### config.mk
export PLATFORM = sky130hd
export DESIGN_NAME = tile_box_to_global_filter_flat
export DESIGN_NICKNAME = d
export VERILOG_FILES = /design/src/rtl/tbg_pkg.sv /design/src/rtl/tbg_if.sv /design/src/rtl/tbg_cfg.sv /design/src/rtl/tbg_geom.sv /design/src/rtl/tbg_rescale.sv /design/src/rtl/tile_box_to_global_filter.sv /design/src/flat_wrapper.sv
export SDC_FILE = /design/constraint.sdc
export NUM_CORES = 2
export LEC_CHECK = 0
export BUFFER_PORTS_ARGS = -buffer_cell sky130_fd_sc_hd__clkbuf_2
export CORE_UTILIZATION = 40
export DETAILED_ROUTE_END_ITERATION = 7
export PLACE_DENSITY = 0.63
export SLEW_MARGIN = 20
export SYNTH_ARGS = -nofsm -noshare
export SYNTH_HDL_FRONTEND = slang
export SYNTH_HIERARCHICAL = 1
export SYNTH_SLANG_ARGS = --single-unit
### constraint.sdc
create_clock -name clk_i -period 36.6 [get_ports clk_i]
set_input_delay 7.32 -clock clk_i [delete_from_list [all_inputs] [get_ports clk_i]]
set_output_delay 7.32 -clock clk_i [all_outputs]
set_load 0.05 [all_outputs]
### src/rtl/tbg_pkg.sv
// Package for the tile box to global filter: shared widths, codes, config
// and inter-stage structs. No dependencies.

package tbg_pkg;

  // field widths fixed by the interface
  localparam int LOC_W      = 13;
  localparam int EXT_W      = 14;
  localparam int OFF_W      = 14;
  localparam int PAD_W      = 10;
  localparam int SIZE_W     = 15;
  localparam int OUT_W      = 16;
  localparam int EXTENT_W   = 12;
  localparam int ASPECT_W   = 12;
  localparam int SCALE_W    = 10;
  localparam int VERDICT_W  = 3;
  // shifted and clamped coordinate width
  localparam int CRD_W      = 17;

  localparam int CFG_ADDR_W = 4;
  localparam int CFG_DATA_W = 32;

  localparam logic [EXTENT_W-1:0] MAX_EXTENT_RST = EXTENT_W'(300);
  localparam logic [ASPECT_W-1:0] MAX_ASPECT_RST = ASPECT_W'(1280);
  localparam logic [SCALE_W-1:0]  RESCALE_RST    = SCALE_W'(256);

  localparam logic signed [CRD_W-1:0] CRD_ZERO = '0;
  localparam logic signed [CRD_W-1:0] CRD_ONE  = CRD_W'(1);

  typedef enum logic [VERDICT_W-1:0] {
    V_KEPT   = 3'd0,
    V_LARGE  = 3'd1,
    V_ASPECT = 3'd2,
    V_NEG    = 3'd3,
    V_BEYOND = 3'd4
  } verdict_e;

  typedef enum logic [1:0] {
    REG_MAX_EXTENT = 2'd0,
    REG_MAX_ASPECT = 2'd1,
    REG_RESCALE    = 2'd2
  } cfg_reg_e;

  typedef struct packed {
    logic [EXTENT_W-1:0] max_extent;
    logic [ASPECT_W-1:0] max_aspect;
    logic [SCALE_W-1:0]  rescale;
  } cfg_t;

  // box after shift and clamp, with the early verdict
  typedef struct packed {
    verdict_e                verdict;
    logic signed [CRD_W-1:0] x0;
    logic signed [CRD_W-1:0] x1;
    logic signed [CRD_W-1:0] y0;
    logic signed [CRD_W-1:0] y1;
    logic [SIZE_W-1:0]       w;
    logic [SIZE_W-1:0]       h;
  } geom_t;

  // width of the rescale products and sums for a given fraction width
  function automatic int rescale_w(input int frac);
    return (((CRD_W + 1 + frac) > (2 * CRD_W - 5)) ? (CRD_W + 1 + frac)
                                                   : (2 * CRD_W - 5)) + 1;
  endfunction

  // width of the coordinates after rescale
  function automatic int coord_w(input int frac);
    return rescale_w(frac) - frac;
  endfunction

endpackage

### src/rtl/tbg_if.sv
// Handshake interfaces for box items and result items.
// Depends on tbg_pkg for field widths.

interface tbg_in_if;
  logic                                   valid;
  logic                                   ready;
  logic signed [tbg_pkg::LOC_W-1:0]       local_left;
  logic signed [tbg_pkg::LOC_W-1:0]       local_right;
  logic signed [tbg_pkg::LOC_W-1:0]       local_top;
  logic signed [tbg_pkg::LOC_W-1:0]       local_bottom;
  logic [tbg_pkg::OFF_W-1:0]              tile_row_offset;
  logic [tbg_pkg::OFF_W-1:0]              tile_col_offset;
  logic [tbg_pkg::PAD_W-1:0]              tile_pad;
  logic [tbg_pkg::SIZE_W-1:0]             image_width;
  logic [tbg_pkg::SIZE_W-1:0]             image_height;

  modport source (
    output valid, local_left, local_right, local_top, local_bottom,
           tile_row_offset, tile_col_offset, tile_pad, image_width, image_height,
    input  ready
  );
  modport sink (
    input  valid, local_left, local_right, local_top, local_bottom,
           tile_row_offset, tile_col_offset, tile_pad, image_width, image_height,
    output ready
  );
endinterface

interface tbg_out_if;
  logic                                   valid;
  logic                                   ready;
  logic [tbg_pkg::VERDICT_W-1:0]          verdict;
  logic signed [tbg_pkg::OUT_W-1:0]       global_left;
  logic signed [tbg_pkg::OUT_W-1:0]       global_right;
  logic signed [tbg_pkg::OUT_W-1:0]       global_top;
  logic signed [tbg_pkg::OUT_W-1:0]       global_bottom;

  modport source (
    output valid, verdict, global_left, global_right, global_top, global_bottom,
    input  ready
  );
  modport sink (
    input  valid, verdict, global_left, global_right, global_top, global_bottom,
    output ready
  );
endinterface

### src/rtl/tbg_cfg.sv
// APB register file: max_box_extent, max_aspect_q8, rescale_q8.
// Depends on tbg_pkg.

module tbg_cfg (
  input  logic                             clk_i,
  input  logic                             rst_ni,
  input  logic                             psel,
  input  logic                             penable,
  input  logic                             pwrite,
  input  logic [tbg_pkg::CFG_ADDR_W-1:0]   paddr,
  input  logic [tbg_pkg::CFG_DATA_W-1:0]   pwdata,
  output logic [tbg_pkg::CFG_DATA_W-1:0]   prdata,
  output logic                             pready,
  output tbg_pkg::cfg_t                    cfg_o
);
  import tbg_pkg::*;

  cfg_t     cfg_q;
  cfg_reg_e idx;
  logic     wr_en;

  assign idx    = cfg_reg_e'(paddr[CFG_ADDR_W-1:2]);
  assign wr_en  = psel && penable && pwrite;
  assign pready = 1'b1;
  assign cfg_o  = cfg_q;

  always_ff @(posedge clk_i or negedge rst_ni) begin
    if (!rst_ni) begin
      cfg_q.max_extent <= MAX_EXTENT_RST;
      cfg_q.max_aspect <= MAX_ASPECT_RST;
      cfg_q.rescale    <= RESCALE_RST;
    end else if (wr_en) begin
      unique case (idx)
        REG_MAX_EXTENT: cfg_q.max_extent <= pwdata[EXTENT_W-1:0];
        REG_MAX_ASPECT: cfg_q.max_aspect <= pwdata[ASPECT_W-1:0];
        REG_RESCALE:    cfg_q.rescale    <= pwdata[SCALE_W-1:0];
        default: ;
      endcase
    end
  end

  always_comb begin
    unique case (idx)
      REG_MAX_EXTENT: prdata = CFG_DATA_W'(cfg_q.max_extent);
      REG_MAX_ASPECT: prdata = CFG_DATA_W'(cfg_q.max_aspect);
      REG_RESCALE:    prdata = CFG_DATA_W'(cfg_q.rescale);
      default:        prdata = '0;
    endcase
  end

endmodule

### src/rtl/tbg_geom.sv
// Two pipeline stages: extents, size and aspect tests, shift to global
// coordinates and clamp to the image. Depends on tbg_pkg.

module tbg_geom #(
  parameter int FRAC_BITS  = 8,
  parameter int IMAGE_BITS = 14
) (
  input  logic                             clk_i,
  input  logic                             rst_ni,
  input  tbg_pkg::cfg_t                    cfg_i,
  input  logic                             valid_i,
  output logic                             ready_o,
  input  logic signed [tbg_pkg::LOC_W-1:0] local_left_i,
  input  logic signed [tbg_pkg::LOC_W-1:0] local_right_i,
  input  logic signed [tbg_pkg::LOC_W-1:0] local_top_i,
  input  logic signed [tbg_pkg::LOC_W-1:0] local_bottom_i,
  input  logic [tbg_pkg::OFF_W-1:0]        tile_row_offset_i,
  input  logic [tbg_pkg::OFF_W-1:0]        tile_col_offset_i,
  input  logic [tbg_pkg::PAD_W-1:0]        tile_pad_i,
  input  logic [tbg_pkg::SIZE_W-1:0]       image_width_i,
  input  logic [tbg_pkg::SIZE_W-1:0]       image_height_i,
  output logic                             valid_o,
  input  logic                             ready_i,
  output tbg_pkg::geom_t                   geom_o
);
  import tbg_pkg::*;

  // holds both q*extent and extent<<FRAC_BITS
  localparam int AW = ((EXT_W + FRAC_BITS) > (ASPECT_W + EXT_W + 1)) ?
                      (EXT_W + FRAC_BITS + 1) : (ASPECT_W + EXT_W + 1);
  localparam logic [OFF_W-1:0]  OFF_MASK  = OFF_W'((1 << IMAGE_BITS) - 1);
  localparam logic [SIZE_W-1:0] SIZE_MASK = SIZE_W'((1 << (IMAGE_BITS + 1)) - 1);

  logic en1, en2;

  // stage 1
  logic signed [EXT_W-1:0] dx_d, dy_d;
  logic                    large_d;
  logic signed [AW-1:0]    q_ext, dx_ext, dy_ext, pdx_d, pdy_d;
  logic signed [CRD_W-1:0] row_s, col_s, pad_s;
  logic signed [CRD_W-1:0] xl_d, xr_d, yt_d, yb_d;

  logic                    s1_vld_q;
  logic signed [EXT_W-1:0] dx_q, dy_q;
  logic                    large_q;
  logic signed [AW-1:0]    pdx_q, pdy_q;
  logic signed [CRD_W-1:0] xl_q, xr_q, yt_q, yb_q;
  logic [SIZE_W-1:0]       w_q, h_q;

  // stage 2
  logic signed [AW-1:0]    lhs_x, lhs_y;
  logic                    over_x, over_y, aspect;
  logic signed [CRD_W-1:0] wm1, hm1;
  geom_t                   geom_d;

  logic                    s2_vld_q;
  geom_t                   geom_q;

  assign en2     = !s2_vld_q || ready_i;
  assign en1     = !s1_vld_q || en2;
  assign ready_o = en1;
  assign valid_o = s2_vld_q;
  assign geom_o  = geom_q;

  assign dx_d    = EXT_W'(local_right_i) - EXT_W'(local_left_i);
  assign dy_d    = EXT_W'(local_bottom_i) - EXT_W'(local_top_i);
  assign large_d = (dx_d > $signed({2'b00, cfg_i.max_extent})) ||
                   (dy_d > $signed({2'b00, cfg_i.max_extent}));

  assign q_ext  = AW'($signed({1'b0, cfg_i.max_aspect}));
  assign dx_ext = AW'(dx_d);
  assign dy_ext = AW'(dy_d);
  assign pdx_d  = q_ext * dx_ext;
  assign pdy_d  = q_ext * dy_ext;

  assign row_s = $signed({{(CRD_W-OFF_W){1'b0}}, tile_row_offset_i & OFF_MASK});
  assign col_s = $signed({{(CRD_W-OFF_W){1'b0}}, tile_col_offset_i & OFF_MASK});
  assign pad_s = $signed({{(CRD_W-PAD_W){1'b0}}, tile_pad_i});
  assign xl_d  = CRD_W'(local_left_i) + col_s - pad_s;
  assign xr_d  = CRD_W'(local_right_i) + col_s - pad_s;
  assign yt_d  = CRD_W'(local_top_i) + row_s - pad_s;
  assign yb_d  = CRD_W'(local_bottom_i) + row_s - pad_s;

  always_ff @(posedge clk_i or negedge rst_ni) begin
    if (!rst_ni) begin
      s1_vld_q <= 1'b0;
      s2_vld_q <= 1'b0;
    end else begin
      if (en1) s1_vld_q <= valid_i;
      if (en2) s2_vld_q <= s1_vld_q;
    end
  end

  always_ff @(posedge clk_i) begin
    if (en1) begin
      dx_q    <= dx_d;
      dy_q    <= dy_d;
      large_q <= large_d;
      pdx_q   <= pdx_d;
      pdy_q   <= pdy_d;
      xl_q    <= xl_d;
      xr_q    <= xr_d;
      yt_q    <= yt_d;
      yb_q    <= yb_d;
      w_q     <= image_width_i & SIZE_MASK;
      h_q     <= image_height_i & SIZE_MASK;
    end
  end

  // exact ratio tests; the divisor's sign flips the comparison
  assign lhs_x  = AW'(dx_q) <<< FRAC_BITS;
  assign lhs_y  = AW'(dy_q) <<< FRAC_BITS;
  assign over_x = (dy_q > 0) ? (lhs_x > pdy_q) : (lhs_x < pdy_q);
  assign over_y = (dx_q > 0) ? (lhs_y > pdx_q) : (lhs_y < pdx_q);
  assign aspect = (dx_q == 0) || (dy_q == 0) || over_x || over_y;

  assign wm1 = $signed({{(CRD_W-SIZE_W){1'b0}}, w_q}) - CRD_ONE;
  assign hm1 = $signed({{(CRD_W-SIZE_W){1'b0}}, h_q}) - CRD_ONE;

  always_comb begin
    priority if (large_q) begin
      geom_d.verdict = V_LARGE;
    end else if (aspect) begin
      geom_d.verdict = V_ASPECT;
    end else begin
      geom_d.verdict = V_KEPT;
    end
    geom_d.x0 = (xl_q < CRD_ZERO) ? CRD_ZERO : xl_q;
    geom_d.x1 = (xr_q > wm1) ? wm1 : xr_q;
    geom_d.y0 = (yt_q < CRD_ZERO) ? CRD_ZERO : yt_q;
    geom_d.y1 = (yb_q > hm1) ? hm1 : yb_q;
    geom_d.w  = w_q;
    geom_d.h  = h_q;
  end

  always_ff @(posedge clk_i) begin
    if (en2) geom_q <= geom_d;
  end

endmodule

### src/rtl/tbg_rescale.sv
// Two pipeline stages: rescale of the clamped box about its centre,
// truncating toward zero. Depends on tbg_pkg.

module tbg_rescale #(
  parameter int FRAC_BITS = 8
) (
  input  logic                                                clk_i,
  input  logic                                                rst_ni,
  input  logic [tbg_pkg::SCALE_W-1:0]                         rescale_i,
  input  logic                                                valid_i,
  output logic                                                ready_o,
  input  tbg_pkg::geom_t                                      geom_i,
  output logic                                                valid_o,
  input  logic                                                ready_i,
  output tbg_pkg::verdict_e                                   verdict_o,
  output logic signed [tbg_pkg::coord_w(FRAC_BITS)-1:0]       x0_o,
  output logic signed [tbg_pkg::coord_w(FRAC_BITS)-1:0]       x1_o,
  output logic signed [tbg_pkg::coord_w(FRAC_BITS)-1:0]       y0_o,
  output logic signed [tbg_pkg::coord_w(FRAC_BITS)-1:0]       y1_o,
  output logic [tbg_pkg::SIZE_W-1:0]                          w_o,
  output logic [tbg_pkg::SIZE_W-1:0]                          h_o
);
  import tbg_pkg::*;

  localparam int RW    = rescale_w(FRAC_BITS);
  localparam int NW    = coord_w(FRAC_BITS);
  localparam int UNITY = 1 << FRAC_BITS;
  localparam logic signed [RW-1:0] BIAS = RW'((1 << (FRAC_BITS + 1)) - 1);

  function automatic logic signed [NW-1:0] trunc_q(input logic signed [RW-1:0] v);
    logic signed [RW-1:0] biased;
    biased  = v[RW-1] ? (v + BIAS) : v;
    trunc_q = NW'(biased >>> (FRAC_BITS + 1));
  endfunction

  logic en3, en4;

  // stage 3: centre and half extent in 1/2^(FRAC_BITS+1) pixel units
  logic signed [RW-1:0] s_ext, x0_e, x1_e, y0_e, y1_e;
  logic signed [RW-1:0] xm_d, ym_d, hx_d, hy_d;
  logic                 bypass_d;

  logic                 s3_vld_q;
  logic signed [RW-1:0] xm_q, ym_q, hx_q, hy_q;
  logic                 bypass_q;
  geom_t                geom_q;

  // stage 4
  logic                 s4_vld_q;
  verdict_e             verdict_q;
  logic signed [NW-1:0] x0_q, x1_q, y0_q, y1_q;
  logic [SIZE_W-1:0]    w_q, h_q;

  assign en4     = !s4_vld_q || ready_i;
  assign en3     = !s3_vld_q || en4;
  assign ready_o = en3;

  assign s_ext = $signed({{(RW-SCALE_W){1'b0}}, rescale_i});
  assign x0_e  = RW'($signed(geom_i.x0));
  assign x1_e  = RW'($signed(geom_i.x1));
  assign y0_e  = RW'($signed(geom_i.y0));
  assign y1_e  = RW'($signed(geom_i.y1));
  assign xm_d  = (x0_e + x1_e) <<< FRAC_BITS;
  assign ym_d  = (y0_e + y1_e) <<< FRAC_BITS;
  assign hx_d  = s_ext * (x1_e - x0_e);
  assign hy_d  = s_ext * (y1_e - y0_e);
  assign bypass_d = (32'(rescale_i) == UNITY);

  always_ff @(posedge clk_i or negedge rst_ni) begin
    if (!rst_ni) begin
      s3_vld_q <= 1'b0;
      s4_vld_q <= 1'b0;
    end else begin
      if (en3) s3_vld_q <= valid_i;
      if (en4) s4_vld_q <= s3_vld_q;
    end
  end

  always_ff @(posedge clk_i) begin
    if (en3) begin
      xm_q     <= xm_d;
      ym_q     <= ym_d;
      hx_q     <= hx_d;
      hy_q     <= hy_d;
      bypass_q <= bypass_d;
      geom_q   <= geom_i;
    end
  end

  always_ff @(posedge clk_i) begin
    if (en4) begin
      verdict_q <= geom_q.verdict;
      w_q       <= geom_q.w;
      h_q       <= geom_q.h;
      if (bypass_q) begin
        x0_q <= NW'($signed(geom_q.x0));
        x1_q <= NW'($signed(geom_q.x1));
        y0_q <= NW'($signed(geom_q.y0));
        y1_q <= NW'($signed(geom_q.y1));
      end else begin
        x0_q <= trunc_q(xm_q - hx_q);
        x1_q <= trunc_q(xm_q + hx_q);
        y0_q <= trunc_q(ym_q - hy_q);
        y1_q <= trunc_q(ym_q + hy_q);
      end
    end
  end

  assign valid_o   = s4_vld_q;
  assign verdict_o = verdict_q;
  assign x0_o      = x0_q;
  assign x1_o      = x1_q;
  assign y0_o      = y0_q;
  assign y1_o      = y1_q;
  assign w_o       = w_q;
  assign h_o       = h_q;

endmodule

### src/rtl/tile_box_to_global_filter.sv
// Top level of the tile box to global filter: config registers, geometry
// and rescale stages, final verdict and output register.
// Depends on tbg_pkg, tbg_if, tbg_cfg, tbg_geom, tbg_rescale.

// Takes one box item per clock while the output is not stalled, and returns
// one result item per box, in order. The five register stages are:
// extents, aspect cross-products and shifted corners; aspect test and
// clamp; rescale products; rescale sums with truncation; final negative
// and beyond-image checks with saturation into the output register. Each
// stage moves on when the one after it is empty or moving, so bubbles
// close up and a stalled output holds only the items already queued
// behind it. The user must write the registers over APB at byte addresses
// 0, 4 and 8 only while no item is in flight; the block does not enforce this.

module tile_box_to_global_filter #(
  parameter int FRAC_BITS  = 8,
  parameter int IMAGE_BITS = 14
) (
  input  logic                             clk_i,
  input  logic                             rst_ni,
  tbg_in_if.sink                           in_box_i,
  tbg_out_if.source                        out_box_o,
  input  logic                             psel,
  input  logic                             penable,
  input  logic                             pwrite,
  input  logic [tbg_pkg::CFG_ADDR_W-1:0]   paddr,
  input  logic [tbg_pkg::CFG_DATA_W-1:0]   pwdata,
  output logic [tbg_pkg::CFG_DATA_W-1:0]   prdata,
  output logic                             pready
);
  import tbg_pkg::*;

  localparam int NW = coord_w(FRAC_BITS);
  localparam logic signed [NW-1:0]    SAT_HI = NW'(32767);
  localparam logic signed [NW-1:0]    SAT_LO = -NW'(32768);
  localparam logic signed [NW-1:0]    NW_ZERO = '0;

  function automatic logic signed [OUT_W-1:0] sat16(input logic signed [NW-1:0] v);
    priority if (v > SAT_HI) begin
      sat16 = {1'b0, {(OUT_W-1){1'b1}}};
    end else if (v < SAT_LO) begin
      sat16 = {1'b1, {(OUT_W-1){1'b0}}};
    end else begin
      sat16 = v[OUT_W-1:0];
    end
  endfunction

  cfg_t     cfg;
  logic     geom_vld, geom_rdy, rs_vld, rs_rdy;
  geom_t    geom;
  verdict_e rs_verdict;
  logic signed [NW-1:0] rs_x0, rs_x1, rs_y0, rs_y1, w_ext, h_ext;
  logic [SIZE_W-1:0]    rs_w, rs_h;

  logic     neg, beyond;
  verdict_e verdict_d;

  logic                    out_vld_q;
  verdict_e                verdict_q;
  logic signed [OUT_W-1:0] left_q, right_q, top_q, bottom_q;

  tbg_cfg u_cfg (
    .clk_i   (clk_i),
    .rst_ni  (rst_ni),
    .psel    (psel),
    .penable (penable),
    .pwrite  (pwrite),
    .paddr   (paddr),
    .pwdata  (pwdata),
    .prdata  (prdata),
    .pready  (pready),
    .cfg_o   (cfg)
  );

  tbg_geom #(
    .FRAC_BITS  (FRAC_BITS),
    .IMAGE_BITS (IMAGE_BITS)
  ) u_geom (
    .clk_i             (clk_i),
    .rst_ni            (rst_ni),
    .cfg_i             (cfg),
    .valid_i           (in_box_i.valid),
    .ready_o           (in_box_i.ready),
    .local_left_i      (in_box_i.local_left),
    .local_right_i     (in_box_i.local_right),
    .local_top_i       (in_box_i.local_top),
    .local_bottom_i    (in_box_i.local_bottom),
    .tile_row_offset_i (in_box_i.tile_row_offset),
    .tile_col_offset_i (in_box_i.tile_col_offset),
    .tile_pad_i        (in_box_i.tile_pad),
    .image_width_i     (in_box_i.image_width),
    .image_height_i    (in_box_i.image_height),
    .valid_o           (geom_vld),
    .ready_i           (geom_rdy),
    .geom_o            (geom)
  );

  tbg_rescale #(
    .FRAC_BITS (FRAC_BITS)
  ) u_rescale (
    .clk_i     (clk_i),
    .rst_ni    (rst_ni),
    .rescale_i (cfg.rescale),
    .valid_i   (geom_vld),
    .ready_o   (geom_rdy),
    .geom_i    (geom),
    .valid_o   (rs_vld),
    .ready_i   (rs_rdy),
    .verdict_o (rs_verdict),
    .x0_o      (rs_x0),
    .x1_o      (rs_x1),
    .y0_o      (rs_y0),
    .y1_o      (rs_y1),
    .w_o       (rs_w),
    .h_o       (rs_h)
  );

  assign rs_rdy = !out_vld_q || out_box_o.ready;

  assign w_ext  = $signed({{(NW-SIZE_W){1'b0}}, rs_w});
  assign h_ext  = $signed({{(NW-SIZE_W){1'b0}}, rs_h});
  assign neg    = (rs_x0 < NW_ZERO) || (rs_x1 < NW_ZERO) ||
                  (rs_y0 < NW_ZERO) || (rs_y1 < NW_ZERO);
  assign beyond = (rs_x1 > w_ext) || (rs_y1 > h_ext);

  always_comb begin
    priority if (rs_verdict != V_KEPT) begin
      verdict_d = rs_verdict;
    end else if (neg) begin
      verdict_d = V_NEG;
    end else if (beyond) begin
      verdict_d = V_BEYOND;
    end else begin
      verdict_d = V_KEPT;
    end
  end

  always_ff @(posedge clk_i or negedge rst_ni) begin
    if (!rst_ni) begin
      out_vld_q <= 1'b0;
    end else if (rs_rdy) begin
      out_vld_q <= rs_vld;
    end
  end

  always_ff @(posedge clk_i) begin
    if (rs_rdy) begin
      verdict_q <= verdict_d;
      if (verdict_d == V_KEPT) begin
        left_q   <= sat16(rs_x0);
        right_q  <= sat16(rs_x1);
        top_q    <= sat16(rs_y0);
        bottom_q <= sat16(rs_y1);
      end else begin
        left_q   <= '0;
        right_q  <= '0;
        top_q    <= '0;
        bottom_q <= '0;
      end
    end
  end

  assign out_box_o.valid         = out_vld_q;
  assign out_box_o.verdict       = verdict_q;
  assign out_box_o.global_left   = left_q;
  assign out_box_o.global_right  = right_q;
  assign out_box_o.global_top    = top_q;
  assign out_box_o.global_bottom = bottom_q;

  // rejected items carry an all-zero box
  a_reject_zero: assert property (@(posedge clk_i) disable iff (!rst_ni)
    out_vld_q && (verdict_q != V_KEPT) |->
      (left_q == '0) && (right_q == '0) && (top_q == '0) && (bottom_q == '0))
    else $error("rejected item with nonzero box");

  // kept items never leave a negative corner
  a_kept_nonneg: assert property (@(posedge clk_i) disable iff (!rst_ni)
    out_vld_q && (verdict_q == V_KEPT) |->
      !left_q[OUT_W-1] && !right_q[OUT_W-1] && !top_q[OUT_W-1] && !bottom_q[OUT_W-1])
    else $error("kept item with negative corner");

  // input backpressure only when the output is stalled
  a_ready_stall: assert property (@(posedge clk_i) disable iff (!rst_ni)
    !in_box_i.ready |-> out_vld_q && !out_box_o.ready)
    else $error("input stalled while output is free");

  // an item reaching the last stage while output is free appears next cycle
  a_advance: assert property (@(posedge clk_i) disable iff (!rst_ni)
    rs_vld && rs_rdy |=> out_vld_q)
    else $error("item lost at the output register");

endmodule
### src/flat_wrapper.sv
// flat-port wrapper written by rule: the top's interface ports become plain ports
module tile_box_to_global_filter_flat import tbg_pkg::*;
#(
  parameter int FRAC_BITS  = 8,
  parameter int IMAGE_BITS = 14
)
  (clk_i, rst_ni, psel, penable, pwrite, paddr, pwdata, prdata, pready, in_box_i_valid, in_box_i_local_left, in_box_i_local_right, in_box_i_local_top, in_box_i_local_bottom, in_box_i_tile_row_offset, in_box_i_tile_col_offset, in_box_i_tile_pad, in_box_i_image_width, in_box_i_image_height, in_box_i_ready, out_box_o_valid, out_box_o_verdict, out_box_o_global_left, out_box_o_global_right, out_box_o_global_top, out_box_o_global_bottom, out_box_o_ready);
  tbg_in_if in_box_i_i ();
  tbg_out_if out_box_o_i ();
  input  logic clk_i;
  input  logic rst_ni;
  input  logic psel;
  input  logic penable;
  input  logic pwrite;
  input  logic [tbg_pkg::CFG_ADDR_W-1:0] paddr;
  input  logic [tbg_pkg::CFG_DATA_W-1:0] pwdata;
  output logic [tbg_pkg::CFG_DATA_W-1:0] prdata;
  output logic pready;
  input wire logic [$bits(in_box_i_i.valid)-1:0] in_box_i_valid;
  input wire logic [$bits(in_box_i_i.local_left)-1:0] in_box_i_local_left;
  input wire logic [$bits(in_box_i_i.local_right)-1:0] in_box_i_local_right;
  input wire logic [$bits(in_box_i_i.local_top)-1:0] in_box_i_local_top;
  input wire logic [$bits(in_box_i_i.local_bottom)-1:0] in_box_i_local_bottom;
  input wire logic [$bits(in_box_i_i.tile_row_offset)-1:0] in_box_i_tile_row_offset;
  input wire logic [$bits(in_box_i_i.tile_col_offset)-1:0] in_box_i_tile_col_offset;
  input wire logic [$bits(in_box_i_i.tile_pad)-1:0] in_box_i_tile_pad;
  input wire logic [$bits(in_box_i_i.image_width)-1:0] in_box_i_image_width;
  input wire logic [$bits(in_box_i_i.image_height)-1:0] in_box_i_image_height;
  output wire logic [$bits(in_box_i_i.ready)-1:0] in_box_i_ready;
  output wire logic [$bits(out_box_o_i.valid)-1:0] out_box_o_valid;
  output wire logic [$bits(out_box_o_i.verdict)-1:0] out_box_o_verdict;
  output wire logic [$bits(out_box_o_i.global_left)-1:0] out_box_o_global_left;
  output wire logic [$bits(out_box_o_i.global_right)-1:0] out_box_o_global_right;
  output wire logic [$bits(out_box_o_i.global_top)-1:0] out_box_o_global_top;
  output wire logic [$bits(out_box_o_i.global_bottom)-1:0] out_box_o_global_bottom;
  input wire logic [$bits(out_box_o_i.ready)-1:0] out_box_o_ready;
  assign in_box_i_i.valid = in_box_i_valid;
  assign in_box_i_i.local_left = in_box_i_local_left;
  assign in_box_i_i.local_right = in_box_i_local_right;
  assign in_box_i_i.local_top = in_box_i_local_top;
  assign in_box_i_i.local_bottom = in_box_i_local_bottom;
  assign in_box_i_i.tile_row_offset = in_box_i_tile_row_offset;
  assign in_box_i_i.tile_col_offset = in_box_i_tile_col_offset;
  assign in_box_i_i.tile_pad = in_box_i_tile_pad;
  assign in_box_i_i.image_width = in_box_i_image_width;
  assign in_box_i_i.image_height = in_box_i_image_height;
  assign in_box_i_ready = in_box_i_i.ready;
  assign out_box_o_valid = out_box_o_i.valid;
  assign out_box_o_verdict = out_box_o_i.verdict;
  assign out_box_o_global_left = out_box_o_i.global_left;
  assign out_box_o_global_right = out_box_o_i.global_right;
  assign out_box_o_global_top = out_box_o_i.global_top;
  assign out_box_o_global_bottom = out_box_o_i.global_bottom;
  assign out_box_o_i.ready = out_box_o_ready;
  tile_box_to_global_filter #(.FRAC_BITS(FRAC_BITS), .IMAGE_BITS(IMAGE_BITS)) u_core (.clk_i(clk_i), .rst_ni(rst_ni), .in_box_i(in_box_i_i), .out_box_o(out_box_o_i), .psel(psel), .penable(penable), .pwrite(pwrite), .paddr(paddr), .pwdata(pwdata), .prdata(prdata), .pready(pready));
endmodule
==> impl_metrics.yaml <==
outcome:
  status: "completed"
setup_path:
  worst-setup-path-type: "in -> out"
  worstRegToRegCells: 30
  r2r-start: "u_core/u_geom/geom_o[47]$_SDFFCE_PP0P_"
  cp_max_fo: 123
  cp.required_ps: 29280
  reg2reg_slack_ps: 27350
  startpoint_type: "input port"
  crit_arrival_ps: 9920
  reg2reg_to: "u_core/u_rescale/hy_q[28]$_DFFE_PP_"
  endpoint_kind: "primary output"
global_route:
  antenna_found_initial: 3
  grt_use_met2_pct: 37.62
  grt_use_met1_pct: 25.50
  grt_first_pass_wirelength_um: 287200
  grt_max_degree: 144
  gr-total-overflow: 0
  grt_usage_pct: 21.09
  grt_pass1_vias: 50510
  grt.busiest_layer: "met2"
  grt_use_met3_pct: 2.246
floorplanning:
  start_util_pct: 40.28
  io_pins: 265
  core.rowCount: 153
  coreArea_mm2: 0.1740
  die_w_um: 420.6
  dieArea_mm2: 0.1769
  die_y_um: 420.6
synth:
  yosysMostFrequentCell: "inv_1"
  synth_warnings: 6
  synth.avg_cell_area_um2: 9.945
  yosys-top-cells-area: "edfxtp_1, fa_1, ha_1"
  synth_seq_cells: 700
  async_reset_ff_share_pct: 5.571
  synthTopCellsByCount: "inv_1, fa_1, edfxtp_1"
  synth_edf_count: 661
  yosysTopAreaCellShare_pct: 28.32
  synth.largest_area_cell: "edfxtp_1"
  yosysSeqAreaShare_pct: 29.72
  netlist_area_mm2: 0.07009
  syn_inst: 7048
  ys.flop_type: "edfxtp_1"
  synth.distinct_cells: 112
clock_network:
  cts.clk_slew.worst_paths_ps: 60
  post_cts_buffers: 0
  cts_tree: "done"
  htree_levels: 3
  cts.root.buffer_cell: "clkbuf_16"
  ctsHoldBuffers: 0
  numCtsBuffers: 77
  clock_path_buffers: 3
  numClockSinks: 700
  clkLatencyLatePin_ps: 710
  ctsResizeCount: 0
timing:
  tightest_slew_ps: 1177
  max_slew_margin_pct: 20.96
  final-setup-viol-count: 0
  rsz0062_at_grt: "no"
  fin_tns_setup_ps: 0
  maxSlewViolCount: 0
  setup_ws_ps: 19360
  skew_ps: 46.64
  fin_crit_ps: 17240
  fmax_mhz: 58.01
  hold_viol_final: 0
  finalCritPeriodShare_pct: 47.10
detailed_routing:
  drt-initial-drc-count: 3239
  vias: 49690
  drt-vias-per-instance: 5.189
  wl_um: 186300
  final_antenna_net_count: 0
  dr.pass1.iters: 6
  wl_per_cell_um: 19.45
  drt_drc_violations_left: 0
worst_hold_path:
  hp-start: "u_core/u_rescale/geom_q[18]$_DFFE_PP_"
  min_path_cells: 0
  min_path_type: "reg -> reg"
  whs_endpoint: "u_core/u_rescale/w_o[3]$_DFFE_PP_"
cells_and_area:
  drive_gt1_share_pct: 7.562
  finalNetCount: 8676
  area_growth_pct: 8.720
  fill_cells: 16470
  multi_input_area_mm2: 0.04344
  seqCellArea_mm2: 0.02084
  fin_area_mm2: 0.07620
place:
  numPortBuffers: 221
  place_area_mm2: 0.07362
  gp_congestion: 0.9465
  place_hpwl_um: 150000
  dp_slack_ps: 19240
run:
  cap_violations: 0
## layer usage
layer	share of wire, %	wire (um)
met1	41	75800
met3	3.8	7074
met5	0	0
met2	51	94650
met4	4.7	8735
## how the worst max path moves through the flow
stage | startpoint | endpoint | slack, ps | depth (start not counted)
floorplan | out_box_o_ready | in_box_i_ready | 10220 | 3
global placement | out_box_o_ready | in_box_i_ready | 19310 | 7
detailed placement | out_box_o_ready | in_box_i_ready | 19240 | 7
CTS | out_box_o_ready | in_box_i_ready | 19250 | 7
global route | out_box_o_ready | in_box_i_ready | 19160 | 7
finish | out_box_o_ready | in_box_i_ready | 19360 | 7
## per-stage QoR
step | hold slack (ps) | cells | utilization (%)
4_1_cts | 385.6 | 9572 | 43.78
6_report | 398.5 | 9576 | 43.79
3_3_place_gp | 400.3 | 9432 | 42.31
2_1_floorplan | 400.3 | 7072 | -
3_5_place_dp | 404.5 | 9432 | 42.31
5_1_grt | 400.1 | 9573 | 43.79
## critical path, stage by stage
cell      delay (ps)
clkbuf_2          80
nand2b_4         320
nand3b_1         210
buf_12           440
nand3b_1         530
buf_4            530
clkbuf_2         420
## layout make-up
| class | count | share of cell area [%] |
|---|---|---|
| well taps | 2325 | 3.818 |
| diodes | 4 | 0.01314 |
| clock buffers | 90 | 2.634 |
| multi-input cells | 4835 | 57.00 |
| flip-flops and latches | 700 | 27.34 |
| inverters | 1286 | 6.335 |
| clock inverters | 50 | 0.7307 |
| repair buffers | 286 | 2.125 |
## cell families (layout without fill, tap and decap cells)
kind of cell,after synthesis,count (layout),share of synthesized area (%)
multiplexers,89,89,1.400
adder cells (fa/ha/maj),1327,1327,30.83
AND/OR/NAND/NOR,1939,1939,14.37
AO/OA/AOI/OAI,1007,1007,9.554
buffers and inverters,1537,1712,8.515
XOR/XNOR,445,445,5.582
flip-flops,700,700,29.72
other,4,32,0.02142
## state kept, by name, summed over array words and instances (netlist names), 27 cells and up
register / flops
u_core/u_rescale/geom_q: 101
u_core/u_geom/geom_o: 100
u_core/u_cfg/cfg_o: 34
u_core/u_rescale/hx_q: 29
u_core/u_rescale/hy_q: 29
u_core/u_geom/pdx_q: 27
u_core/u_geom/pdy_q: 27
## cell usage in the layout (no fill, tap or decap), drive strengths merged, types with 47 or more instances in the layout
| cell type | n |
|---|---|
| nor3 | 109 |
| a21oi | 281 |
| ha | 660 |
| buf | 66 |
| edfxtp | 661 |
| xnor2 | 320 |
| nand3 | 86 |
| nor2 | 296 |
| nand4 | 59 |
| and2 | 332 |
| inv | 1292 |
| xor2 | 125 |
| o21ai | 211 |
| a21o | 112 |
| clkbuf | 310 |
| nor4 | 112 |
| mux2i | 47 |
| nand2 | 545 |
| a31oi | 55 |
| fa | 667 |
| nand2b | 70 |
| nor2b | 146 |
Power is left out: the tool's default activity adds up to more than one toggle a clock period on the data nets, which glitch-free logic cannot reach.
